## src/rtl/opsd_pkg.sv

```systemverilog
// ----------------------------------------------------------------------------
// opsd_pkg
// Types, constants and decode functions shared by the packet stream decoder.
// ----------------------------------------------------------------------------
`default_nettype none

package opsd_pkg;

    localparam int unsigned KEY_SIZE   = 13;
    localparam int unsigned KEY_OFFSET = 7;

    typedef enum logic [1:0] {
        PH_LEN = 2'd0,
        PH_OPC = 2'd1,
        PH_CHK = 2'd2,
        PH_PAY = 2'd3
    } phase_t;

    typedef struct packed {
        logic [7:0] stream_byte;
        logic       stream_end;
    } in_item_t;

    typedef struct packed {
        logic       is_payload;
        logic [7:0] payload_byte;
        logic [5:0] opcode;
        logic [7:0] payload_length;
        logic       packet_end;
        logic       check_ok;
        logic       truncated;
    } out_item_t;

    // one queued item: everything the back end needs to finish it
    typedef struct packed {
        logic       is_pay;
        logic [7:0] data;
        logic [3:0] kpos;
        logic       first;
        logic [5:0] opcode;
        logic [7:0] len;
        logic [7:0] base;
        logic [7:0] chk;
        logic       pend;
        logic       trunc;
    } qent_t;

    function automatic logic [2:0] perm3(input logic [2:0] i);
        logic [2:0] r;
        case (i)
            3'd0:    r = 3'd3;
            3'd1:    r = 3'd4;
            3'd2:    r = 3'd1;
            3'd3:    r = 3'd5;
            3'd4:    r = 3'd7;
            3'd5:    r = 3'd6;
            3'd6:    r = 3'd0;
            default: r = 3'd2;
        endcase
        return r;
    endfunction

    function automatic logic [7:0] key_of(input logic [3:0] i);
        logic [7:0] r;
        case (i)
            4'd0:    r = 8'h3f;
            4'd1:    r = 8'h26;
            4'd2:    r = 8'h42;
            4'd3:    r = 8'hfd;
            4'd4:    r = 8'h8a;
            4'd5:    r = 8'h72;
            4'd6:    r = 8'h34;
            4'd7:    r = 8'h74;
            4'd8:    r = 8'hc8;
            4'd9:    r = 8'hbf;
            4'd10:   r = 8'hcd;
            4'd11:   r = 8'ha4;
            4'd12:   r = 8'h94;
            default: r = 8'h00;
        endcase
        return r;
    endfunction

    // v mod 13 for v < 263: quotient by reciprocal 79/1024, exact in range
    function automatic logic [3:0] mod13(input logic [8:0] v);
        logic [15:0] p;
        logic [5:0]  q;
        logic [9:0]  qm;
        logic [8:0]  r;
        p  = 16'(v) * 16'd79;
        q  = p[15:10];
        qm = 10'(q) * 10'(KEY_SIZE);
        r  = v - qm[8:0];
        return r[3:0];
    endfunction

    function automatic logic [7:0] length_of(input logic [7:0] v);
        return {perm3(v[4:2]), v[1:0], perm3(v[7:5])};
    endfunction

    // v is the coded opcode already XORed with its key byte
    function automatic logic [5:0] opcode_of(input logic [7:0] v);
        logic [2:0] hi;
        hi = perm3(v[4:2]);
        return {hi[0], v[1:0], perm3(v[7:5])};
    endfunction

endpackage

`default_nettype wire

```

## src/rtl/opsd_fifo.sv

```systemverilog
// ----------------------------------------------------------------------------
// opsd_fifo
// Short queue between parser and payload decoder.
// ----------------------------------------------------------------------------
`default_nettype none

module opsd_fifo #(
    parameter int DEPTH = 2
) (
    input  wire logic            clk,
    input  wire logic            rst_n,
    input  wire logic            push,
    input  wire opsd_pkg::qent_t wdata,
    output      logic            full,
    output      logic            valid,
    input  wire logic            pop,
    output      opsd_pkg::qent_t rdata
);
    import opsd_pkg::*;

    localparam int AW = (DEPTH > 1) ? $clog2(DEPTH) : 1;
    localparam int CW = $clog2(DEPTH + 1);

    qent_t         mem [DEPTH];
    logic [AW-1:0] wr_ptr_reg;
    logic [AW-1:0] rd_ptr_reg;
    logic [CW-1:0] cnt_reg;
    logic          do_push;
    logic          do_pop;

    assign full    = (cnt_reg == CW'(DEPTH));
    assign valid   = (cnt_reg != '0);
    assign do_push = push && !full;
    assign do_pop  = pop && valid;
    assign rdata   = mem[rd_ptr_reg];

    always_ff @(posedge clk or negedge rst_n)
    begin
        if (!rst_n)
        begin
            wr_ptr_reg <= '0;
            rd_ptr_reg <= '0;
            cnt_reg    <= '0;
        end
        else
        begin
            if (do_push)
            begin
                wr_ptr_reg <= (wr_ptr_reg == AW'(DEPTH - 1)) ? '0 : wr_ptr_reg + 1'b1;
            end
            if (do_pop)
            begin
                rd_ptr_reg <= (rd_ptr_reg == AW'(DEPTH - 1)) ? '0 : rd_ptr_reg + 1'b1;
            end
            if (do_push && !do_pop)
            begin
                cnt_reg <= cnt_reg + 1'b1;
            end
            else if (do_pop && !do_push)
            begin
                cnt_reg <= cnt_reg - 1'b1;
            end
        end
    end

    always_ff @(posedge clk)
    begin
        if (do_push)
        begin
            mem[wr_ptr_reg] <= wdata;
        end
    end

endmodule

`default_nettype wire

```

## config.mk

```make
export PLATFORM = sky130hd
export DESIGN_NAME = opsd_fifo
export DESIGN_NICKNAME = d
export VERILOG_FILES = /design/src/rtl/opsd_pkg.sv /design/src/rtl/opsd_fifo.sv
export SDC_FILE = /design/constraint.sdc
export NUM_CORES = 1
export LEC_CHECK = 0
export ABC_CLOCK_PERIOD_IN_PS = 4730
export CAP_MARGIN = 5
export CORE_MARGIN = 2
export CORE_UTILIZATION = 31
export CTS_BUF_LIST = sky130_fd_sc_hd__clkbuf_8
export CTS_CLUSTER_DIAMETER = 100
export CTS_CLUSTER_SIZE = 20
export DETAILED_ROUTE_END_ITERATION = 6
export DONT_BUFFER_PORTS = 1
export PLACE_DENSITY = 0.42
export SLEW_MARGIN = 40
export SYNTH_ARGS = -nofsm -noshare
export SYNTH_HDL_FRONTEND = slang
export SYNTH_SLANG_ARGS = --single-unit
```

## constraint.sdc

```tcl
create_clock -name clk -period 4.73 [get_ports clk]
set_input_delay 0.946 -clock clk [delete_from_list [all_inputs] [get_ports clk]]
set_output_delay 0.946 -clock clk [all_outputs]
set_load 0.1 [all_outputs]
```

==> results.json <==
{
  "finClkSkew_ns": 0.00554,
  "run_status": "completed",
  "worstSetupEndpointType": "output port",
  "upper_clock_frequency_limit_ghz": 0.340,
  "num_antenna_cells": 0,
  "place_worst_setup_slack_ns": 2.12,
  "worst-setup-path-type": "reg -> out",
  "mappedNetlistNets": 213,
  "tritoncts_clock_tree": "built",
  "number_of_flip_flops_in_the_largest_register": 92,
  "cts_hold_buffers": 0,
  "dieArea_um2": 12600,
  "grt_first_pass_wirelength_um": 8450,
  "cts.repair_timing.setup_buffer_count": 0,
  "final-hold-violation-count": 0,
  "drt_pass1_iterations": 4,
  "timing.max_slew.rel_slack_pct": 45.5,
  "cts_max_path_buffers": 2,
  "synth_cell_types": 16,
  "setup-violations-final": 0,
  "final_layout_size_suffix_gt1_share_pct": 38.3,
  "place.detailed.hpwl_um": 3780,
  "detailroute.via_count": 1400,
  "design.final.nets": 221,
  "floorplan.initialDensity_pct": 31.8,
  "number_of_buffer_cells_added_on_primary_ports": 0,
  "pin_count_of_the_biggest_net_entering_global_routing": 47,
  "global_route.overflow_total": 0,
  "most-common-layout-cells": "edfxtp_1 (92), mux2_4 (30), mux2_2 (16), clkbuf_8 (9)",
  "drc_errors": 0,
  "crit_fanout": 41,
  "yosys_warnings": 0,
  "antenna_found_initial": 0,
  "clock_latency_of_the_later_clocked_register_in_the_worst_skew_pair_ns": 0.35,
  "reg2reg_setup_slack_ns": 2.74,
  "die-height_um": 112,
  "final_antenna_net_count": 0,
  "die-width_um": 112,
  "fin_crit_ns": 2.94,
  "vias_per_cell": 4.40,
  "syn-cell-area_um2": 3640,
  "synthCells": 162,
  "cts-buffers-inserted": 9,
  "crit_required_ns": 3.78,
  "area_growth_pct": 10.8,
  "start_kind": "register",
  "yosysSeqAreaShare_pct": 78.6,
  "tightestPinTransition_ns": 0.817,
  "post_cts_resize_count": 0,
  "worst_path_arrival_time_ns": 2.00,
  "cts_root_buffer": "clkbuf_8",
  "design.core.area_um2": 11500,
  "groute.usage.overall_pct": 9.16,
  "hold_class": "in -> async",
  "drv_cap": 0,
  "drt_first_iter_violations": 55,
  "wl_per_cell_um": 17.5,
  "commonest_non_fill_non_tap_cell_in_the_layout": "edfxtp_1",
  "floorplan.rows": 39,
  "io_pins": 98,
  "finalWorstSetupSlack_ns": 1.79,
  "finalCritPeriodShare_pct": 62.2,
  "place.gp.congestion": 0.645,
  "first_global_vias": 1558,
  "path_clk_slew_ns": 0.09,
  "slew_viol_final": 0,
  "numClockSinks": 96,
  "h-tree-depth": 3,
  "setup-tns-final_ns": 0,
  "rsz_0062_raised_after_global_routing": "no",
  "postSynthRegisterBits": 96,
  "final_core_utilization_pct": 35.2,
  "drt-total-wl_um": 5580,
  "syn_area_per_cell_um2": 22.5
}
[cell families after synthesis]
family,share of synthesized area [%]
flops,78.6
mux,17.3
buf+inv,1.58
simple gates,0.996
xor+xnor,1.20
fa+ha+maj,0.343
[per-stage QoR]
stage          instances  instance area, um^2  hold WS (ns)
2_1_floorplan        162                 3640         0.456
3_3_place_gp         302                 3800         0.475
3_5_place_dp         302                 3800         0.485
4_1_cts              318                 4040         0.251
5_1_grt              318                 4040         0.238
6_report             318                 4040         0.276
[Yosys cell counts, drive strengths merged]
master  count  share of area (%)
edfxtp     92                 76
xnor2       3               0.72
or2         1               0.17
buf         5                1.4
nor2        2               0.21
nand2b      1               0.17
and3        1               0.17
dfrtp       4                2.7
inv         2               0.21
xor2        2               0.48
mux2       46                 17
ha          1               0.34
nand2       2               0.27
[layout make-up]
class,instances,area [um^2]
Timing Repair Buffer,2,15.0
Inverter,2,7.51
Clock buffer,9,124
Multi-Input combinational cell,59,736
Tap cell,143,179
Clock inverter,7,110
Fill cell,1052,7430
Sequential cell,96,2870
[path summary, 6_finish.rpt]
check                           start         end  cells past startpoint
setup / recovery           rd_ptr_reg   rdata[44]                      2
hold / removal                  rst_n  cnt_reg[1]                      0
setup reg to reg           cnt_reg[0]  mem[0][44]                      4
hold reg to reg            cnt_reg[1]  cnt_reg[1]                      1
max in group asynchronous       rst_n  rd_ptr_reg                      0
min in group clk           cnt_reg[1]  cnt_reg[1]                      1
[layer usage]
metal	vias to the layer above	global-route usage, %	part of all wire, %
met5	-	0	0
met4	0	4.15	1.4
li1	641	-	-
met1	693	8.40	34
met2	61	15.6	52
met3	5	6.21	12
[critical path, stage by stage, from the launching register on]
cell and delay [ns]:
dfrtp_4 0.87, buf_4 0.30, mux2_4 0.45
Power is left out: the tool's default activity adds up to more than one toggle a clock period on the data nets, which glitch-free logic cannot reach.
